<file path="config.mk">
export PLATFORM = sky130hd
export DESIGN_NAME = xor8_frame_deframer
export DESIGN_NICKNAME = d
export VERILOG_FILES = /design/src/rtl/xfd_pkg.sv /design/src/rtl/xfd_parser.sv /design/src/rtl/xor8_frame_deframer.sv
export SDC_FILE = /design/constraint.sdc
export NUM_CORES = 1
export LEC_CHECK = 0
export BUFFER_PORTS_ARGS = -buffer_cell sky130_fd_sc_hd__buf_4
export CAP_MARGIN = 0
export CORE_MARGIN = 5
export CORE_UTILIZATION = 63
export CTS_CLUSTER_DIAMETER = 100
export DETAILED_ROUTE_END_ITERATION = 12
export PLACE_DENSITY = 0.92
export SKIP_CTS_REPAIR_TIMING = 1
export SLEW_MARGIN = 40
export SYNTH_ARGS = -nofsm -noshare
export SYNTH_HDL_FRONTEND = slang
export SYNTH_SLANG_ARGS = --single-unit
</file>
<file path="constraint.sdc">
create_clock -name i_clk -period 9.2 [get_ports i_clk]
set_input_delay 2.76 -clock i_clk [delete_from_list [all_inputs] [get_ports i_clk]]
set_output_delay 2.76 -clock i_clk [all_outputs]
set_load 0.02 [all_outputs]
</file>
<file path="src/rtl/xfd_pkg.sv">
`timescale 1ns / 1ps
`default_nettype none

package xfd_pkg;

    localparam int CFG_IDX_W = 8;

    localparam logic [CFG_IDX_W-1:0] CFG_HDR1     = 8'd0;
    localparam logic [CFG_IDX_W-1:0] CFG_HDR2     = 8'd1;
    localparam logic [CFG_IDX_W-1:0] CFG_TO_EN    = 8'd2;
    localparam logic [CFG_IDX_W-1:0] CFG_TO_LIMIT = 8'd3;

    localparam logic [31:0] TIMEOUT_LIMIT_RST = 32'd100;

    typedef enum logic [2:0] {
        PH_HDR1  = 3'd0,
        PH_HDR2  = 3'd1,
        PH_CMD   = 3'd2,
        PH_LENH  = 3'd3,
        PH_LENL  = 3'd4,
        PH_DATA  = 3'd5,
        PH_CHECK = 3'd6
    } t_phase;

    typedef struct packed {
        logic [7:0]  rx_byte;
        logic [31:0] time_now;
    } t_in;

    typedef struct packed {
        logic        payload_valid;
        logic [7:0]  payload_byte;
        logic [15:0] payload_index;
        logic        frame_done;
        logic        frame_good;
        logic [7:0]  frame_command;
        logic [15:0] frame_length;
        logic        timed_out;
    } t_out;

    typedef struct packed {
        logic [7:0]  header_first_byte;
        logic [7:0]  header_second_byte;
        logic        timeout_enable;
        logic [31:0] timeout_limit;
    } t_cfg;

endpackage

`default_nettype wire

</file>
<file path="src/rtl/xfd_parser.sv">
`timescale 1ns / 1ps
`default_nettype none

module xfd_parser
    import xfd_pkg::*;
(
    input  wire logic i_clk,
    input  wire logic i_rst_n,
    input  wire logic i_step,
    input  wire t_in  i_beat,
    input  wire t_cfg i_cfg,
    output t_out      o_res
);

    t_phase      r_phase, n_phase;
    logic [7:0]  r_xor, n_xor;
    logic [7:0]  r_cmd, n_cmd;
    logic [15:0] r_len, n_len;
    logic [15:0] r_cnt, n_cnt;
    logic [31:0] r_start, n_start;

    logic [31:0] elapsed;
    logic        timeout;
    t_phase      cur_phase;
    logic [15:0] cnt_inc;
    logic [15:0] len_full;

    assign elapsed  = i_beat.time_now - r_start;
    assign timeout  = i_cfg.timeout_enable && (r_phase != PH_HDR1)
                      && (elapsed > i_cfg.timeout_limit);
    assign cur_phase = timeout ? PH_HDR1 : r_phase;
    assign cnt_inc  = r_cnt + 16'd1;
    assign len_full = {r_len[15:8], i_beat.rx_byte};

    // next state
    always_comb begin
        n_phase = cur_phase;
        case (cur_phase)
            PH_HDR1: begin
                if (i_beat.rx_byte == i_cfg.header_first_byte) n_phase = PH_HDR2;
            end
            PH_HDR2: begin
                n_phase = (i_beat.rx_byte == i_cfg.header_second_byte) ? PH_CMD : PH_HDR1;
            end
            PH_CMD:  n_phase = PH_LENH;
            PH_LENH: n_phase = PH_LENL;
            PH_LENL: n_phase = (len_full == 16'd0) ? PH_CHECK : PH_DATA;
            PH_DATA: begin
                if (cnt_inc == r_len) n_phase = PH_CHECK;
            end
            PH_CHECK: n_phase = PH_HDR1;
            default:  n_phase = PH_HDR1;
        endcase
    end

    // result and datapath
    always_comb begin
        o_res           = '0;
        o_res.timed_out = timeout;
        n_xor   = r_xor;
        n_cmd   = r_cmd;
        n_len   = r_len;
        n_cnt   = r_cnt;
        n_start = r_start;
        case (cur_phase)
            PH_HDR1: begin
                if (i_beat.rx_byte == i_cfg.header_first_byte) begin
                    n_xor   = i_beat.rx_byte;
                    n_cnt   = 16'd0;
                    n_start = i_beat.time_now;
                end
            end
            PH_HDR2: begin
                if (i_beat.rx_byte == i_cfg.header_second_byte)
                    n_xor = r_xor ^ i_beat.rx_byte;
            end
            PH_CMD: begin
                n_cmd = i_beat.rx_byte;
                n_xor = r_xor ^ i_beat.rx_byte;
            end
            PH_LENH: begin
                n_len = {i_beat.rx_byte, 8'd0};
                n_xor = r_xor ^ i_beat.rx_byte;
            end
            PH_LENL: begin
                n_len = len_full;
                n_xor = r_xor ^ i_beat.rx_byte;
            end
            PH_DATA: begin
                o_res.payload_valid = 1'b1;
                o_res.payload_byte  = i_beat.rx_byte;
                o_res.payload_index = r_cnt;
                n_xor = r_xor ^ i_beat.rx_byte;
                n_cnt = cnt_inc;
            end
            PH_CHECK: begin
                o_res.frame_done    = 1'b1;
                o_res.frame_good    = (i_beat.rx_byte == r_xor);
                o_res.frame_command = r_cmd;
                o_res.frame_length  = r_len;
            end
            default: begin
            end
        endcase
    end

    always_ff @(posedge i_clk) begin
        if (!i_rst_n) begin
            r_phase <= PH_HDR1;
        end else if (i_step) begin
            r_phase <= n_phase;
        end
    end

    always_ff @(posedge i_clk) begin
        if (!i_rst_n) begin
            r_xor   <= 8'd0;
            r_cmd   <= 8'd0;
            r_len   <= 16'd0;
            r_cnt   <= 16'd0;
            r_start <= 32'd0;
        end else if (i_step) begin
            r_xor   <= n_xor;
            r_cmd   <= n_cmd;
            r_len   <= n_len;
            r_cnt   <= n_cnt;
            r_start <= n_start;
        end
    end

endmodule

`default_nettype wire

</file>
<file path="src/rtl/xor8_frame_deframer.sv">
`timescale 1ns / 1ps
`default_nettype none
// an accepted input beat reaches its result beat through the input register, then the result register
// throughput: one byte per cycle while the result side does not stall, with the parser state
// updated between the input register and the result register
// reset: synchronous, active low; clears both valid flags and the parse phase,
// and returns the configuration registers to their reset values

module xor8_frame_deframer
    import xfd_pkg::*;
(
    input  wire logic                 i_clk,
    input  wire logic                 i_rst_n,
    input  wire logic                 i_in_valid,
    input  wire t_in                  i_in,
    output logic                      o_in_stall,
    output logic                      o_out_valid,
    output t_out                      o_out,
    input  wire logic                 i_out_stall,
    input  wire logic                 i_cfg_valid,
    input  wire logic [CFG_IDX_W-1:0] i_cfg_index,
    input  wire logic [31:0]          i_cfg_data,
    output logic                      o_cfg_ready
);

    t_cfg r_cfg;
    logic r_in_valid;
    t_in  r_in;
    logic r_out_valid;
    t_out r_out;
    t_out res;
    logic adv;

    assign o_cfg_ready = 1'b1;

    always_ff @(posedge i_clk) begin
        if (!i_rst_n) begin
            r_cfg.header_first_byte  <= 8'd0;
            r_cfg.header_second_byte <= 8'd0;
            r_cfg.timeout_enable     <= 1'b0;
            r_cfg.timeout_limit      <= TIMEOUT_LIMIT_RST;
        end else if (i_cfg_valid && o_cfg_ready) begin
            case (i_cfg_index)
                CFG_HDR1:     r_cfg.header_first_byte  <= i_cfg_data[7:0];
                CFG_HDR2:     r_cfg.header_second_byte <= i_cfg_data[7:0];
                CFG_TO_EN:    r_cfg.timeout_enable     <= i_cfg_data[0];
                CFG_TO_LIMIT: r_cfg.timeout_limit      <= i_cfg_data;
                default: begin
                end
            endcase
        end
    end

    // a held beat moves on when the result register is free or being drained
    assign adv        = r_in_valid && (!r_out_valid || !i_out_stall);
    assign o_in_stall = r_in_valid && !adv;

    always_ff @(posedge i_clk) begin
        if (!i_rst_n) begin
            r_in_valid <= 1'b0;
        end else if (!o_in_stall) begin
            r_in_valid <= i_in_valid;
        end
    end

    always_ff @(posedge i_clk) begin
        if (i_in_valid && !o_in_stall) begin
            r_in <= i_in;
        end
    end

    xfd_parser u_parser (
        .i_clk   (i_clk),
        .i_rst_n (i_rst_n),
        .i_step  (adv),
        .i_beat  (r_in),
        .i_cfg   (r_cfg),
        .o_res   (res)
    );

    always_ff @(posedge i_clk) begin
        if (!i_rst_n) begin
            r_out_valid <= 1'b0;
        end else if (adv) begin
            r_out_valid <= 1'b1;
        end else if (!i_out_stall) begin
            r_out_valid <= 1'b0;
        end
    end

    always_ff @(posedge i_clk) begin
        if (adv) begin
            r_out <= res;
        end
    end

    assign o_out_valid = r_out_valid;
    assign o_out       = r_out;

`ifndef SYNTH
    a_done_not_payload: assert property (@(posedge i_clk) disable iff (!i_rst_n)
        o_out_valid |-> !(o_out.payload_valid && o_out.frame_done))
        else $error("payload and frame end in one result beat");

    a_good_needs_done: assert property (@(posedge i_clk) disable iff (!i_rst_n)
        (o_out_valid && o_out.frame_good) |-> o_out.frame_done)
        else $error("frame_good without frame_done");

    a_held_beat_kept: assert property (@(posedge i_clk) disable iff (!i_rst_n)
        (r_in_valid && !adv) |=> (r_in_valid && $stable(r_in)))
        else $error("stalled input beat lost or changed");

    a_adv_fills_out: assert property (@(posedge i_clk) disable iff (!i_rst_n)
        adv |=> r_out_valid)
        else $error("advanced beat did not reach result register");
`endif

endmodule

`default_nettype wire

</file>
==> metrics.cfg, run 1 <==
[global_route]
wire_length_of_the_first_global_routing_pass_um=45100
grtUsageTotal=0.250
grt_start_max_net_pins=74
globalRouteOverflowTotal=0
grt_pass1_vias=9432
number_of_antenna_violations_at_the_first_check_in_global_routing=0

[timing]
worstMarginPinSlew_ns=0.797
min_period_over_period=0.663
timing.slew.headroom=0.469
final_total_negative_setup_slack_ns=0
final-setup-viol-count=0
achievable-frequency_mhz=164
finalWorstSetupSlack_ns=3.10
report.final.slew_viol_count=0
hold_fails_final_rpt=0
finalHoldWorstSlack_ns=0.453
post-route-min-period_ns=6.10
fin_worst_skew_ns=0.0127
rsz0062_at_grt=false

[floorplanning]
core_area_um2=18500
die-width_um=147
die_area_um2=21500
die_height_um=147
initial_core_utilization=0.635
i_o_pin_cnt=140
rows=50

[drt]
post_drt_via_cell_ratio=6.02
dr_total_vias=9438
detail-route-antenna-nets=0
drt-initial-drc-count=773
dr.pass1.iters=5
detail_route.drc_violations=0
detail_route.wirelength_um=27300
routed_len_inst_um=17.4

[placement]
place.detailed.instances=1525
final_estimated_routing_congestion_in_global_placement=0.880
io_buffers=138
post-place-ws_ns=3.11
placed_cell_area_um2=12900
dp.final_hpwl_um=19200

[worst_setup_path]
critical_path.max_fanout=3
regToRegEndpoint=u_parser.r_cnt[11]
worst-endpoint-arrival_ns=3.34
critical_path_required_ns=6.44
r2r-start=r_in[0]
worst-r2r-cell-count=22
r2r_slack_ns=3.22
timing.critical_path.from_type=primary input
timing.critical_path.to_type=output port
timing.setup.critical_path_class=in2out

[power]
power.ir.vdd_worst_mv=0.137
total_leakage_power_nw=5.26
power.density_nw_per_um2=164
report.power.total_mw=2.24

[cts]
max-clock-path-buffers=3
cts_inserted_buffers=23
tritoncts_clock_tree=done
clk_pin_slew_worst_paths_ns=0.06
clock-root-buffer=clkbuf_16
cts_htree_levels=1
cts.sinks=226
clkLatencyLatePin_ns=0.51

[yosys]
synth_flop_cell=dfxtp_1
sequential_fraction_of_the_synthesis_area=0.463
synth_edf_count=92
synthesis.yosys.warnings=0
synth_cell_type_count=73
synth_async_sr_flop_share=0
synth_largest_area_cell=edfxtp_1
synth.net_count=1357
post_synth_inst_count=1207
synth.top_cell.area_share=0.235
synth_seq_cells=226
post_synth_instance_area_um2=11800
average_cell_area_after_synthesis_um2=9.74
synth.top_cells.by_area=edfxtp_1 (24%), dfxtp_1 (23%), ha_1 (6.8%), mux2i_1 (5.9%), xnor2_1 (3.9%)

[worst_hold_path]
timing.hold.worst_path_depth=2
holdCritStartpoint=r_cfg[12]
hold_end=r_cfg[12]
timing.hold.worst.class=reg2reg

[cells_and_area]
layout-drive-gt1-share=0.156
layout.cells.most_common=buf_4
nets=1467
finalNonFillerCells=1568
most_frequent_cells_in_the_layout=buf_4 (145), dfxtp_1 (134), nor2_1 (99)
antenna-diode-count=0
postLayoutCoreUtil=0.737
final_cell_area_um2=13600
synthToLayoutAreaGrowth_pct=16.1

[run_status]
run_status=complete, no violations

[flow_run]
cap_violations=0

per-layer routing:
metal,GRT usage,up-vias,part of all wire
met5,0,-,0
met4,0.100,0,0.037
met3,0.0407,82,0.078
met2,0.435,420,0.49
met1,0.310,4450,0.39
li1,-,4486,-
worst max-delay path, cell delays in order:
cell	delay (ns)
buf_4	0.09
and3_1	0.29
buf_4	0.19
flip-flops by register name, summed over array words and instances (netlist names):
name / flops
o_out: 52
r_cfg: 49
r_in: 40
u_parser.r_start: 32
u_parser.r_cnt: 16
u_parser.r_len: 16
u_parser.r_cmd: 8
u_parser.r_xor: 8
u_parser.r_phase: 3
o_out_valid: 1
r_in_valid: 1
worst max path at each step:
stage,slack (ns),cells past startpoint,end,startpoint
3_5_place_dp,3.11,3,o_in_stall,i_out_stall
4_1_cts,3.11,3,o_in_stall,i_out_stall
3_3_place_gp,3.11,3,o_in_stall,i_out_stall
6_report,3.10,3,o_in_stall,i_out_stall
5_1_grt,2.83,20,u_parser.r_len[3],r_in[0]
2_1_floorplan,3.39,1,o_in_stall,i_out_stall
cell families after synthesis:
group,after synthesis,synth area share
AOI/OAI and AO/OA,236,0.139
xor gates and xnor gates,74,0.0551
adders and majority gates,65,0.0698
buffers and inverters,160,0.0564
DFF,226,0.463
muxes,69,0.0588
other,1,0.000319
and+or+nand+nor,376,0.157
cells in the mapped netlist, types with 4 or more instances:
cell type and instances:
a2111o_1 10, a211o_1 4, a211oi_1 6, a21o_1 14, a21oi_1 82, a22o_1 11
a31oi_1 13, a32oi_1 9, and2_1 51, and3_1 13, buf_2 14, buf_4 4
buf_6 4, clkbuf_1 39, dfxtp_1 134, edfxtp_1 92, ha_1 64, inv_1 96
mux2i_1 69, nand2_1 98, nand2b_1 6, nand3_1 36, nand4_1 19, nor2_1 99
nor2b_1 6, nor3_1 13, nor4_1 9, o211ai_1 9, o21a_1 5, o21ai_0 31
o21ai_1 7, o21bai_1 4, or3_1 7, xnor2_1 52, xor2_1 22
report_power, final:
group	switching (mW)	internal (mW)
clock	0.387	0.533
sequential	0.0217	1.07
combinational	0.131	0.102
total	0.539	1.70
layout make-up:
type / instances / area (µm²)
Multi-Input combinational cell: 821 / 5680
Clock buffer: 33 / 664
Tap cell: 234 / 293
Fill cell: 1248 / 4870
Clock inverter: 9 / 80.1
Timing Repair Buffer: 147 / 1110
Inverter: 98 / 368
Sequential cell: 226 / 5450
Note: power is estimated with default switching activity, not from simulation.
==> inputs of run 2 (changes only) <==
--- a/config.mk
+++ b/config.mk
@@ -8,10 +8,10 @@
 export BUFFER_PORTS_ARGS = -buffer_cell sky130_fd_sc_hd__buf_4
 export CAP_MARGIN = 0
 export CORE_MARGIN = 5
-export CORE_UTILIZATION = 63
+export CORE_UTILIZATION = 53
 export CTS_CLUSTER_DIAMETER = 100
 export DETAILED_ROUTE_END_ITERATION = 12
-export PLACE_DENSITY = 0.92
+export PLACE_DENSITY = 0.84
 export SKIP_CTS_REPAIR_TIMING = 1
 export SLEW_MARGIN = 40
 export SYNTH_ARGS = -nofsm -noshare
==> constraint.sdc (replaced) <==
create_clock -name i_clk -period 5.1 [get_ports i_clk]
set_input_delay 1.53 -clock i_clk [delete_from_list [all_inputs] [get_ports i_clk]]
set_output_delay 1.53 -clock i_clk [all_outputs]
set_load 0.02 [all_outputs]
==> metrics.cfg, run 2 (synthesized netlist as in run 1, its figures left out) <==
[global_route]
grt_start_max_net_pins=49
grt_pass1_vias=9233
number_of_antenna_violations_at_the_first_check_in_global_routing=0
globalRouteOverflowTotal=0
wire_length_of_the_first_global_routing_pass_um=45400
grtUsageTotal=0.208

[timing]
timing.slew.headroom=0.542
post-route-min-period_ns=5.08
hold_fails_final_rpt=0
rsz0062_at_grt=true
fin_worst_skew_ns=0.0228
final_total_negative_setup_slack_ns=0
finalHoldWorstSlack_ns=0.453
final-setup-viol-count=0
achievable-frequency_mhz=197
report.final.slew_viol_count=0
worstMarginPinSlew_ns=0.687
min_period_over_period=0.997

[worst_setup_path]
worst-endpoint-arrival_ns=5.53
timing.critical_path.to_type=flip-flop
timing.setup.critical_path_class=reg2reg
crit_path_frequent_cell=buf_4
cp_slowest_stage_delay_ns=0.55
critical_path_required_ns=5.55
worst_path_cell_with_the_longest_stage_delay=or4_4
critical_path.cell_chain=inv_2, ha_4, inv_2, fa_2, a21oi_2, o211ai_1, a221oi_2, buf_4, o21a_1, o21ai_2, a211oi_2, buf_4, xnor2_2, ha_1, nand3_2, or4_4, o221ai_2, a21o_1, buf_4, clkbuf_16, a31oi_4, a2111o_1, a31oi_1
critical_path.max_fanout=8
timing.critical_path.from_type=flip-flop

[cts]
cts_htree_levels=1
clk_pin_slew_worst_paths_ns=0.06
tritoncts_clock_tree=done
clkLatencyLatePin_ns=0.54
max-clock-path-buffers=3
cts_inserted_buffers=24
cts.sinks=226
clock-root-buffer=clkbuf_16

[drt]
detail_route.wirelength_um=28700
post_drt_via_cell_ratio=5.71
detail-route-antenna-nets=0
dr.pass1.iters=6
drt-initial-drc-count=703
detail_route.drc_violations=0
routed_len_inst_um=17.2
dr_total_vias=9513

[cells_and_area]
largest_reg_flops=52
antenna-diode-count=0
layout.cells.most_common=buf_4
nets=1518
synthToLayoutAreaGrowth_pct=22.6
finalNonFillerCells=1666
most_frequent_cells_in_the_layout=buf_4 (177), dfxtp_1 (134), nor2_1 (99)
layout-drive-gt1-share=0.200

[floorplanning]
core_area_um2=21800
die_height_um=159
rows=54
die-width_um=159
die_area_um2=25300
i_o_pin_cnt=140
initial_core_utilization=0.539

[worst_hold_path]
timing.hold.worst.class=reg2reg

[placement]
place.detailed.instances=1599
io_buffers=138
dp.final_hpwl_um=19600
final_estimated_routing_congestion_in_global_placement=0.936

[flow_run]
cap_violations=0

[power]
power.density_nw_per_um2=285
power.ir.vdd_worst_mv=0.223
report.power.total_mw=4.10
total_leakage_power_nw=5.59

[run_status]
run_status=complete, no violations

## run 2: cell count changes in the layout (fill, tap and decap cells not counted), sizes merged
cell	before	now
inv	100	99
o211ai	10	11
clkinv	4	12
a31oi	14	15
clkinvlp	2	1
buf	147	191
## run 2: per-layer routing
layer / global-route usage / share of wire
met5: 0 / 0
met4: 0.0496 / 0.029
met3: 0.0381 / 0.071
met2: 0.361 / 0.49
met1: 0.271 / 0.41
## run 2: worst paths after layout
| path | start | to | slack [ns] | cells past startpoint |
|---|---|---|---|---|
| worst max-delay path | r_in[0] | u_parser.r_xor[1] | 0.02 | 23 |
| worst min-delay path | r_cfg[30] | r_cfg[30] | 0.45 | 2 |
| worst max register to register | r_in[0] | u_parser.r_xor[1] | 0.02 | 23 |
| worst min register to register | r_cfg[30] | r_cfg[30] | 0.45 | 2 |
## run 2: final cells by class
class / count / area [µm²]
timing repair buffer: 195 / 1660
multi-input combinational: 823 / 5830
fill: 1627 / 7410
sequential: 226 / 5450
clock buffer: 29 / 629
clock inverter: 15 / 128
tap: 280 / 350
inverter: 98 / 368
## run 2: worst max-delay path, delay by kind of cell (launching register included)
family,cells,cell delay (ns)
adders and majority gates,3,0.85
and+or+nand+nor,2,0.64
buffers and inverters,6,0.75
DFF,1,0.41
xor gates and xnor gates,1,0.06
AOI/OAI and AO/OA,11,2.29
## run 2: per-stage QoR
stage / cell area, µm² / util / setup slack [ns]
final: 14400 / 0.660 / 0.0171
after global routing: 14400 / 0.660 / -0.235
after CTS: 14000 / 0.640 / -0.281
after detailed placement: 13200 / 0.606 / -0.246
after global placement: 13200 / 0.605 / 0.0118
after floorplan: 11800 / - / 0.104
## run 2: where the power goes
part	switching, mW	internal, mW
combinational	0.255	0.221
clock	0.723	0.939
sequential	0.0388	1.92
